--- src/hw/rtl/sndl_pkg.sv ---
// Shared types, command codes and the sigmoid table function for the neuron.
// No dependencies.
package sndl_pkg;

	typedef enum logic [1:0] {
		CMD_ACC = 2'd0,
		CMD_FIN = 2'd1,
		CMD_CLR = 2'd2,
		CMD_RD  = 2'd3
	} cmd_t;

	localparam logic KIND_NEW  = 1'b0;
	localparam logic KIND_READ = 1'b1;

	localparam int WEIGHT_W = 16;
	localparam int ACT_W    = 16;
	localparam int DELAY_W  = 6;
	localparam int VALUE_W  = 16;
	localparam int PROD_W   = 33;
	localparam int ACC_W    = 40;

	localparam longint unsigned Q31_ONE = 64'd1 << 31;
	localparam longint unsigned SIG_ONE = 64'd65536;

	// shift-and-subtract quotient, used only while building the table
	function automatic longint unsigned div_u64(input longint unsigned num,
			input longint unsigned den);
		longint unsigned quo;
		longint unsigned rem;
		quo = '0;
		rem = '0;
		for (int i = 63; i >= 0; i--) begin
			rem = {rem[62:0], num[i]};
			quo = quo << 1;
			if (rem >= den) begin
				rem    = rem - den;
				quo[0] = 1'b1;
			end
		end
		return quo;
	endfunction

	// Entry n of the sigmoid table over [-8,8): exp(-|x|) as a truncated series of
	// exp(-|x|/16) in Q31, squared four times, then 2^47 / (2^31 + e) rounded.
	function automatic logic [15:0] sig_entry(input int unsigned n, input int unsigned entries);
		longint unsigned twice;
		longint unsigned span;
		longint unsigned delta;
		longint unsigned u;
		longint unsigned term;
		longint unsigned e;
		longint unsigned den;
		longint unsigned v;
		longint p;
		bit neg;
		twice = 2 * longint'(n);
		span  = longint'(entries);
		neg   = twice < span;
		delta = neg ? span - twice : twice - span;
		u     = div_u64(delta << 31, span << 1);
		p     = longint'(Q31_ONE);
		term  = Q31_ONE;
		for (int k = 1; k <= 24; k++) begin
			term = div_u64((term * u) >> 31, longint'(k));
			if ((k & 1) == 1) begin
				p = p - longint'(term);
			end else begin
				p = p + longint'(term);
			end
		end
		e = longint'(p);
		for (int k = 0; k < 4; k++) begin
			e = (e * e + (64'd1 << 30)) >> 31;
		end
		den = Q31_ONE + e;
		v   = div_u64((64'd1 << 47) + (den >> 1), den);
		if (neg) begin
			v = SIG_ONE - v;
		end
		if (v > SIG_ONE - 1) begin
			v = SIG_ONE - 1;
		end
		return v[15:0];
	endfunction

endpackage

--- src/hw/rtl/sndl_ram.sv ---
// Generic single-write, single-read synchronous RAM with registered read data.
// No dependencies.
module sndl_ram #(
	parameter int WIDTH = 16,
	parameter int DEPTH = 8,
	parameter int AW = (DEPTH > 1) ? $clog2(DEPTH) : 1
) (
	input  logic             clk,
	input  logic             we,
	input  logic [AW-1:0]    waddr,
	input  logic [WIDTH-1:0] wdata,
	input  logic             re,
	input  logic [AW-1:0]    raddr,
	output logic [WIDTH-1:0] rdata
);

	logic [WIDTH-1:0] mem_q [DEPTH];

	always_ff @(posedge clk) begin
		if (we) begin
			mem_q[waddr] <= wdata;
		end
	end

	always_ff @(posedge clk) begin
		if (re) begin
			rdata <= mem_q[raddr];
		end
	end

endmodule

--- src/hw/rtl/sigmoid_neuron_delay_line.sv ---
// Sigmoid neuron: saturating multiply-accumulate, sigmoid table and a delay line of
// past outputs kept in a circular buffer RAM. Depends on sndl_pkg and sndl_ram.
//
// One input word is taken every cycle, any mix of commands, as long as the output
// side keeps up; a command passes through stage 1 and stage 2 into the output
// register with its result. The accumulator is updated in the stage after the input
// multiply, the table index is formed there too, and the delay line RAM is read
// from that stage and written one stage later, with the newest written value
// forwarded to a read of the same slot. Only a held-off output stalls the input.
// A clear takes effect at once through per-slot valid bits; no clearing
// pass is needed after reset.
module sigmoid_neuron_delay_line
	import sndl_pkg::*;
#(
	parameter int MAX_DELAY = 8,
	parameter int SIGMOID_ENTRIES = 256
) (
	input  logic        clk,
	input  logic        arst_n,
	input  logic        s_tvalid,
	output logic        s_tready,
	input  logic [39:0] s_tdata,   // weight[15:0], activation[31:16], read_delay[37:32]
	input  logic [1:0]  s_tuser,   // command[1:0]
	output logic        m_tvalid,
	input  logic        m_tready,
	output logic [15:0] m_tdata,   // value[15:0]
	output logic [1:0]  m_tuser    // result_kind[0], status[1]
);

	localparam int AW = (MAX_DELAY > 1) ? $clog2(MAX_DELAY) : 1;
	localparam int IDX_W = $clog2(SIGMOID_ENTRIES);
	localparam int IPROD_W = 33 + IDX_W;

	// sigmoid table
	logic [VALUE_W-1:0] sig_rom [SIGMOID_ENTRIES];
	for (genvar n = 0; n < SIGMOID_ENTRIES; n++) begin : g_rom
		localparam logic [VALUE_W-1:0] Ent = sig_entry(n, SIGMOID_ENTRIES);
		assign sig_rom[n] = Ent;
	end

	// input decode
	logic signed [WEIGHT_W-1:0] in_weight;
	logic [ACT_W-1:0]           in_act;
	logic signed [PROD_W-1:0]   in_prod;
	assign in_weight = s_tdata[15:0];
	assign in_act    = s_tdata[31:16];
	assign in_prod   = in_weight * $signed({1'b0, in_act});

	logic adv;
	assign s_tready = adv;

	// stage 1
	logic                     vld_s1;
	cmd_t                     cmd_s1;
	logic signed [PROD_W-1:0] prod_s1;
	logic [DELAY_W-1:0]       delay_s1;

	// stage 2
	logic               vld_s2;
	cmd_t               cmd_s2;
	logic [IDX_W-1:0]   idx_s2;
	logic [AW-1:0]      wa_s2;
	logic               hit_s2;
	logic               ent_vld_s2;
	logic               oor_s2;

	// state
	logic signed [ACC_W-1:0] acc_q;
	logic [AW-1:0]           head_q;
	logic [MAX_DELAY-1:0]    slot_vld_q;
	logic [VALUE_W-1:0]      last_q;
	logic                    ovld_q;
	logic [VALUE_W-1:0]      oval_q;
	logic                    okind_q;
	logic                    ostat_q;

	logic s2_result;
	assign s2_result = vld_s2 && (cmd_s2 == CMD_FIN || cmd_s2 == CMD_RD);
	assign adv = !s2_result || !ovld_q || m_tready;

	// stage 1 combinational: accumulate, table index, read slot
	logic signed [ACC_W:0]   acc_sum;
	logic signed [ACC_W-1:0] acc_sat;
	logic signed [ACC_W:0]   shifted;
	logic                    below;
	logic                    above;
	logic [IPROD_W-1:0]      idx_prod;
	logic [IDX_W-1:0]        idx_s1;
	logic [AW-1:0]           head_nxt;
	logic                    oor_s1;
	logic [DELAY_W:0]        age;
	logic [DELAY_W:0]        diff;
	logic [DELAY_W:0]        slot_w;
	logic [AW-1:0]           rslot;

	always_comb begin
		acc_sum = {acc_q[ACC_W-1], acc_q} + (ACC_W + 1)'(prod_s1);
		if (acc_sum[ACC_W] != acc_sum[ACC_W-1]) begin
			acc_sat = {acc_sum[ACC_W], {(ACC_W - 1){~acc_sum[ACC_W]}}};
		end else begin
			acc_sat = acc_sum[ACC_W-1:0];
		end

		shifted  = {acc_q[ACC_W-1], acc_q} + ((ACC_W + 1)'(1) << 31);
		below    = shifted[ACC_W];
		above    = !below && (|shifted[ACC_W-1:32]);
		idx_prod = IPROD_W'(shifted[31:0]) * IPROD_W'(SIGMOID_ENTRIES);
		if (below) begin
			idx_s1 = '0;
		end else if (above) begin
			idx_s1 = IDX_W'(SIGMOID_ENTRIES - 1);
		end else begin
			idx_s1 = idx_prod[31+IDX_W:32];
		end

		head_nxt = (head_q == AW'(MAX_DELAY - 1)) ? '0 : head_q + AW'(1);

		oor_s1 = (DELAY_W + 1)'(delay_s1) >= (DELAY_W + 1)'(MAX_DELAY);
		age    = oor_s1 ? '0 : (DELAY_W + 1)'(delay_s1);
		diff   = (DELAY_W + 1)'(head_q) - age;
		slot_w = diff[DELAY_W] ? diff + (DELAY_W + 1)'(MAX_DELAY) : diff;
		rslot  = slot_w[AW-1:0];
	end

	// delay line RAM
	logic [VALUE_W-1:0] fin_val;
	logic [VALUE_W-1:0] rdata;
	logic               ram_we;
	assign fin_val = sig_rom[idx_s2];
	assign ram_we  = adv && vld_s2 && cmd_s2 == CMD_FIN;

	sndl_ram #(
		.WIDTH(VALUE_W),
		.DEPTH(MAX_DELAY),
		.AW(AW)
	) u_ram (
		.clk(clk),
		.we(ram_we),
		.waddr(wa_s2),
		.wdata(fin_val),
		.re(adv),
		.raddr(rslot),
		.rdata(rdata)
	);

	// pipeline control
	always_ff @(posedge clk or negedge arst_n) begin
		if (!arst_n) begin
			vld_s1 <= 1'b0;
			vld_s2 <= 1'b0;
			cmd_s1 <= CMD_ACC;
			cmd_s2 <= CMD_ACC;
		end else if (adv) begin
			vld_s1 <= s_tvalid;
			vld_s2 <= vld_s1;
			cmd_s1 <= cmd_t'(s_tuser);
			cmd_s2 <= cmd_s1;
		end
	end

	// pipeline payload
	always_ff @(posedge clk) begin
		if (adv) begin
			prod_s1    <= in_prod;
			delay_s1   <= s_tdata[37:32];
			idx_s2     <= idx_s1;
			wa_s2      <= head_nxt;
			hit_s2     <= vld_s2 && cmd_s2 == CMD_FIN && wa_s2 == rslot;
			ent_vld_s2 <= slot_vld_q[rslot];
			oor_s2     <= oor_s1;
		end
		if (ram_we) begin
			last_q <= fin_val;
		end
	end

	// neuron state
	always_ff @(posedge clk or negedge arst_n) begin
		if (!arst_n) begin
			acc_q      <= '0;
			head_q     <= '0;
			slot_vld_q <= '0;
		end else if (adv && vld_s1) begin
			case (cmd_s1)
				CMD_ACC: begin
					acc_q <= acc_sat;
				end
				CMD_FIN: begin
					acc_q              <= '0;
					head_q             <= head_nxt;
					slot_vld_q[head_nxt] <= 1'b1;
				end
				CMD_CLR: begin
					acc_q      <= '0;
					slot_vld_q <= '0;
				end
				default: begin
				end
			endcase
		end
	end

	// output register
	logic [VALUE_W-1:0] rd_val;
	assign rd_val = hit_s2 ? last_q : (ent_vld_s2 ? rdata : '0);

	always_ff @(posedge clk or negedge arst_n) begin
		if (!arst_n) begin
			ovld_q <= 1'b0;
		end else if (adv && s2_result) begin
			ovld_q <= 1'b1;
		end else if (m_tready) begin
			ovld_q <= 1'b0;
		end
	end

	always_ff @(posedge clk) begin
		if (adv && s2_result) begin
			if (cmd_s2 == CMD_FIN) begin
				oval_q  <= fin_val;
				okind_q <= KIND_NEW;
				ostat_q <= 1'b0;
			end else begin
				oval_q  <= rd_val;
				okind_q <= KIND_READ;
				ostat_q <= oor_s2;
			end
		end
	end

	assign m_tvalid = ovld_q;
	assign m_tdata  = oval_q;
	assign m_tuser  = {ostat_q, okind_q};

endmodule
--- config.mk ---
export PLATFORM = sky130hd
export DESIGN_NAME = sigmoid_neuron_delay_line
export DESIGN_NICKNAME = d
export VERILOG_FILES = /design/src/hw/rtl/sndl_pkg.sv /design/src/hw/rtl/sndl_ram.sv /design/src/hw/rtl/sigmoid_neuron_delay_line.sv
export SDC_FILE = /design/constraint.sdc
export NUM_CORES = 1
export LEC_CHECK = 0
export BUFFER_PORTS_ARGS = -buffer_cell sky130_fd_sc_hd__buf_2
export CORE_AREA = 2 2 182 273
export CTS_BUF_LIST = sky130_fd_sc_hd__clkbuf_4 sky130_fd_sc_hd__clkbuf_8
export DETAILED_ROUTE_END_ITERATION = 6
export DIE_AREA = 0 0 184 275
export PLACE_DENSITY = 0.76
export SLEW_MARGIN = 20
export SYNTH_ARGS = -nofsm -noshare
export SYNTH_HDL_FRONTEND = slang
export SYNTH_SLANG_ARGS = --single-unit
--- constraint.sdc ---
create_clock -name clk -period 4.1 [get_ports clk]
set_clock_uncertainty 0.15 [all_clocks]
set_input_delay 0.41 -clock clk [delete_from_list [all_inputs] [get_ports clk]]
set_output_delay 0.41 -clock clk [all_outputs]
set_load 0.01 [all_outputs]
Yosys cells after proc, flatten, opt, wreduce, memory -nomap -nowiden
Memories as Yosys holds them, arrays and structs flattened. A register that Yosys moved wholly into a read port is not among the register bits.
Cells that the tools add are included.
{ "op_classes": {"n_bitwise": 3, "order_cmp": 5, "addsub": 5, "reduce_logical": 24, "muxes": 21, "eq_ne": 7, "multipliers": 1} }
{ "ops": {"columns": ["cell", "n"], "rows": [
  ["16-bit 2-to-1 mux", 5],
  ["40-bit one-hot mux with 2 select lines", 1],
  ["40-bit by 33-bit adder with 41-bit output", 1],
  ["40-bit by 33-bit adder with 41-bit output, second input constant", 1],
  ["40-bit 2-to-1 mux", 1],
  ["16-bit by 17-bit multiplier with 33-bit output", 1],
  ["8-bit one-hot mux with 2 select lines", 1],
  ["9-bit greater-or-equal comparator, second input constant", 1],
  ["1-bit logical AND", 9],
  ["8-bit inverter with 9-bit output", 1],
  ["3-bit by 4-bit < comparator with 1-bit output, second input constant", 2],
  ["8-bit 2-to-1 mux", 1],
  ["8-bit OR", 1],
  ["8-bit OR reduction", 1],
  ["1-bit 2-to-1 mux", 7],
  ["3-bit by 6-bit subtractor with 7-bit output", 1],
  ["3-bit by 1-bit adder with 3-bit output, second input constant", 2],
  ["6-bit by 4-bit greater-or-equal comparator with 1-bit output, second input constant", 1],
  ["3-bit 2-to-1 mux", 2],
  ["6-bit 2-to-1 mux", 1],
  ["2-bit AND reduction", 3],
  ["2-bit nonzero test", 3],
  ["2-bit by 1-bit equality test with 1-bit output, second input constant", 2],
  ["2-bit equality test, second input constant", 2],
  ["other kinds (11)", 15]
]} }
{ "totals": {"romBits": 4096, "word_cells": 87, "n_memories": 2, "register_bits": 145, "ram_bits": 128} }
{ "mem_list": {"columns": ["memory", "words", "width", "rd", "rd_ports_with_merged_regs", "wr", "line", "rtl"], "rows": [
  ["(name not given)", 256, 16, 1, 0, 0, "sigmoid_neuron_delay_line.sv:129", "assign fin_val = sig_rom[idx_s2];"],
  ["u_ram.mem_q", 8, 16, 1, 1, 1, "sndl_ram.sv:17", "logic [WIDTH-1:0] mem_q [DEPTH];"]
]} }

Depth between registers and ports, before layout
{ "logic_depth": {"ltp_word": 10, "mapped_depth": 23} }

Cells and area by module
A second synthesis with hierarchy kept.
{ "unflattened": {"hier_cells": 2640, "area_unflattened_um2": 26081.3} }
{ "by_module_without_submodules": {"columns": ["mod", "cells_per_inst", "instances", "area_each_um2", "seq_area_each_um2"], "rows": [
  ["sigmoid_neuron_delay_line", 2426, 1, 20627.3, 4063.9],
  ["sndl_ram", 214, 1, 5454.0, 4324.1]
]} }

Worst setup path before layout
Ideal clock, no wire load.
{ "synth_timing": {"path_type": "input to register", "start": "in s_tdata[1]", "end": "reg prod_s1[30] (data pin)", "setup_slack_ns": -2.211, "stages": 20, "arrival_time_ns": 5.903, "path_cell_list": "clkbuf_1 > nand2_1 > fa_1 > fa_1 > inv_1 > fa_1 > fa_1 > fa_1 > inv_1 > fa_1 > inv_1 > ha_1 > clkbuf_1 > and3_1 > or3b_2 > o311ai_1 > a41oi_1 > o21bai_1 > a21oi_1 > xnor2_1"} }
{ "synth_via": {"elab_chain_len": 1} }
{ "synth_rtl": {"columns": ["item", "line", "rtl"], "rows": [
  ["start: declaration", "sigmoid_neuron_delay_line.sv:22", "input logic [39:0] s_tdata,"],
  ["16-bit by 17-bit multiplier with 33-bit output", "sigmoid_neuron_delay_line.sv:47", "assign in_prod = in_weight * $signed({1'b0, in_act});"],
  ["net in_prod[30]", "sigmoid_neuron_delay_line.sv:44", "logic signed [PROD_W-1:0] in_prod;"],
  ["end signal: assignment", "sigmoid_neuron_delay_line.sv:164", "prod_s1 <= in_prod;"],
  ["end: declaration", "sigmoid_neuron_delay_line.sv:55", "logic signed [PROD_W-1:0] prod_s1;"]
]} }
The timed path passes the listed nets, and every way through them passes these cells.
A chain may end at the register's enable or synchronous reset.

Worst setup path after layout
{ "layout_timing": {"start": "in s_tdata[4]", "end": "reg prod_s1[29] (data pin)"} }
Same word-level chain as after synthesis.

==> results.txt <==
- The count of nets left with antenna violations once routing finished came out at 0.
- Fraction of final layout cells sized beyond drive strength 1: 19.77%
- The filler cells instantiated in the layout total 3895.
* Clock insertion delay at the later pin of the skew report: 0.58 ns
- Of the synthesized area, sequential elements account for 31.99%.
- In the post-route analysis, the smallest setup slack over all paths is -1.502 ns.
- Buffers inserted during clock tree synthesis total 42.
- Synthesis produced a netlist whose cell count is 2703.
- Post-synthesis adder-cell area fraction: 23.91%
- The detailed router finished its first iteration with 1609 violations.
- Of the total synthesized cell area, the portion taken by XOR and XNOR cells is 2.409%.
- Clock Tree Root: clkbuf_8
- CP Max Fanout: 7
- F_max: 0.1785 GHz
* Number of enable-type register cells in the synthesized netlist: 231
- Summed over all layers, the global routing overflow is 0.
- By area, the combinational part of the netlist is dominated by adder cells.
- Final routed wirelength across all metal layers: 81.97 mm
- Using the TritonRoute via totals, the vias-per-cell ratio works out to 6.187.
- Fraction of synthesis flops using an asynchronous set or reset pin: 20.07%
* Crit. End Element: flop
- For this run, the number of Yosys warnings is 0.
- The first global-routing pass estimated 125.3 mm of wire.
- STA classifies the critical path startpoint as an input pin.
* Overall routing resource usage: 32.41%
- Prior to clock tree synthesis, the placed netlist has a worst setup slack of -2.235 ns.
- Largest net degree at the start of global routing: 174
- The net count of the finished layout is 3325.
- TritonCTS built the clock tree.
- The hold violation total from the final report is 0.
- Number of register bits inferred by synthesis: 289
- Cell with the most instances on the worst path: fa_1
- H-tree depth reported by CTS: 2
- Headroom to the max-slew limit came out at 37.19%.
- In the synthesized netlist, the cells that appear most often are 314 x nand2_1, 279 x inv_1, 231 x edfxtp_1.
* Number of antenna violations at the first check in global routing: 0
* Effective utilization at floorplan: 54.28%
* Violated checks: negative setup slack
- WS Path Type: in -> reg
- The final route contains 21870 vias.
- Final cell count without fillers: 3535
- Area of the die: 50600 um^2
- Path class of the lowest-slack min-delay path: in -> reg
* Cell with the largest stage delay on the worst path: fa_1
* Data arrival time of the critical path: 5.76 ns
- Antenna diodes: 0
- Placed cell count: 3425
- CTS sink cnt: 289
* Core Area: 48310 um^2
- DIE HEIGHT: 275 um
- Setup repair after global routing missed its margin: true
- In this run the most critical hold path is launched from m_tready.
- Leading area contributor after synthesis: edfxtp_1
- By instance count, the leading cell after synthesis is nand2_1.
- Run status: finished with violations
- In this run, distinct cell masters in the synthesized netlist total 85.
- Subtracting the final worst setup slack from the clock period gives 5.602 ns.
- For this design the top-level I/O count stands at 66.
- Dividing the synthesized area by the synthesized cell count gives 9.702 um^2.
* Post-detailed-route DRC marker count: 0
* Post-Synthesis Net Count: 3131
- Clk pin slew, worst setup/hold paths: 0.06 ns
- The mapped netlist covers 26220 um^2.
- The die is 184 um wide.
- Post-synthesis share of cell area spent on and, or, nand and nor gates: 14.24%
- From synthesis to final layout, the design area changed by 15.98%.
* Std-Cell Rows: 99
* Fraction of synthesized cell area taken by the top area cell type: 26.45%
- In the finished design, the share of the clock period the worst path needs comes to 136.6%.
- Summing the areas of all compound-gate instances in the mapped netlist gives 15.90% of the synthesized area.
* Worst setup startpoint: s_tdata[4]
- Post-DP HPWL: 61.24 mm
* Placer congestion estimate: 1.018
- Measured against the total synthesized area, the mux share comes to 4.704%.
- Ordered cell list for the critical path: buf_12, buf_12, and2_1, fa_1, inv_1, fa_1, fa_1, inv_1, fa_1, fa_1, inv_1, fa_1, inv_1, ha_4, a21o_1, a21o_1, a21oi_1, o21ai_0, nand3_1, o311ai_4, o41a_1, a21oi_2, xnor2_1
- I/O Buffers: 63
- After detailed routing, the average wire length per cell comes to 23.19 um.
* Startpoint of the worst register-to-register path: idx_s2[1]$_SDFFCE_PN0N_
- In the synthesized netlist the dominant register cell turns out to be edfxtp_1.
- Largest cells by area after synthesis: edfxtp_1 26%, fa_1 15%, ha_1 8.9%, dfrtp_1 5.5%, nand2_1 4.5%
* Max-slew violation total from the final report: 0
- The first detailed-routing pass took 5 iterations.
- Worst stage delay on the critical path: 0.53 ns
- Max cap viols: 0
- Number of global-route vias before repair: 23040
- The longest clock path from root to sink contains 3 buffers.
- Finish-stage setup viols: 24
* Slew at the pin closest to its max-slew limit: 0.9323 ns
- At the worst endpoint, the required time is 4.26 ns.
## final cells by class
cell class / count / area [um^2] / share of cell area [%]
clock buffers: 56 / 708.2 / 2.328
clock inverters: 20 / 116.4 / 0.3826
inverters: 282 / 1059 / 3.480
multi-input cells: 1962 / 16620 / 54.65
flip-flops and latches: 289 / 8388 / 27.58
well taps: 606 / 758.2 / 2.493
repair buffers: 320 / 2764 / 9.087
## state kept, by name (all words and copies together), names as in the netlist, 8 cells and up
| name | flops |
|---|---|
| u_ram.mem_q | 128 |
| acc_q | 40 |
| prod_s1 | 33 |
| last_q | 16 |
| m_tdata | 16 |
| u_ram.rdata | 16 |
| idx_s2 | 8 |
| slot_vld_q | 8 |
## cell usage in the layout (no fill, tap or decap), types with 11 or more instances in the layout
master and n:
clkbuf_8 46, a21oi_2 14, a31oi_1 35, nand2b_1 34
nand3_1 36, ha_1 167, and3_1 13, ha_4 13
buf_6 39, xor2_1 23, o22ai_1 13, a221oi_1 15
a211oi_1 18, nor3_1 28, o21ai_0 105, a21o_1 36
buf_2 38, edfxtp_1 231, a22oi_1 38, mux4_2 42
inv_2 19, o211ai_1 29, buf_12 19, a21oi_1 194
and2_4 13, o311ai_0 15, xnor2_1 40, inv_1 260
mux2_2 22, and2_1 117, fa_1 189, dfrtp_1 58
buf_4 209, o21a_1 11, nand4_1 13, nor2_1 161
o21bai_1 15, nor2b_1 18, nand2_1 305
## kinds of logic after synthesis
family / after synthesis
buffers and inverters: 452
adders and majority gates: 384
AOI/OAI and AO/OA: 642
xor gates and xnor gates: 70
and+or+nand+nor: 798
DFF: 289
muxes: 68
## repair_timing
action / CTS / global route
buffers inserted: 11 / 15
gates resized for setup: 95 / 78
hold endpoints to repair: 67 / 0
pin swaps: 53 / 59
hold buffers: 10 / 0
cloned: 0 / 1
endpoints found under the setup margin: 25 / 35
## through the flow
step	hold WS, ns	setup TNS (ns)	cell area [um^2]	utilization [%]
after floorplan	-0.03559	-30.71	26650	-
after global placement	0.3222	-42.58	28660	59.32
after detailed placement	0.3388	-43.77	28660	59.32
after CTS	0.03570	-25.67	30020	62.14
after global routing	0.06121	-29.71	30420	62.96
final	0.05810	-26.47	30420	62.96
## metal layers
| layer | wire (um) | track usage, % | up-vias |
|---|---|---|---|
| li1 | - | - | 9833 |
| met1 | 27320 | 33.09 | 10820 |
| met2 | 44010 | 60.83 | 903 |
| met3 | 4363 | 4.117 | 321 |
| met4 | 6275 | 22.67 | 0 |
| met5 | 0 | 0 | - |
## final timing paths
check	to	slack, ns	cells past startpoint
setup / recovery	prod_s1[29]$_DFFE_PN_	-1.50	23
hold / removal	m_tvalid$_DFFE_PN0P_	0.06	3
setup reg to reg	m_tdata[4]$_DFFE_PP_	0.13	12
hold reg to reg	slot_vld_q[4]$_DFFE_PN0P_	0.35	2
max in group asynchronous	acc_q[22]$_DFFE_PN0P_	2.73	3
min in group asynchronous	m_tvalid$_DFFE_PN0P_	0.48	3
## worst max-delay path: cells and delay by family
kind | cells | cell delay [ns]
buffers and inverters | 6 | 0.47
xor gates and xnor gates | 1 | 0.08
and+or+nand+nor | 2 | 0.30
AOI/OAI and AO/OA | 7 | 1.34
adders and majority gates | 7 | 3.14
Power is not shown: default switching activity piles up to over one toggle a cycle in this logic, so the estimate is an artifact.
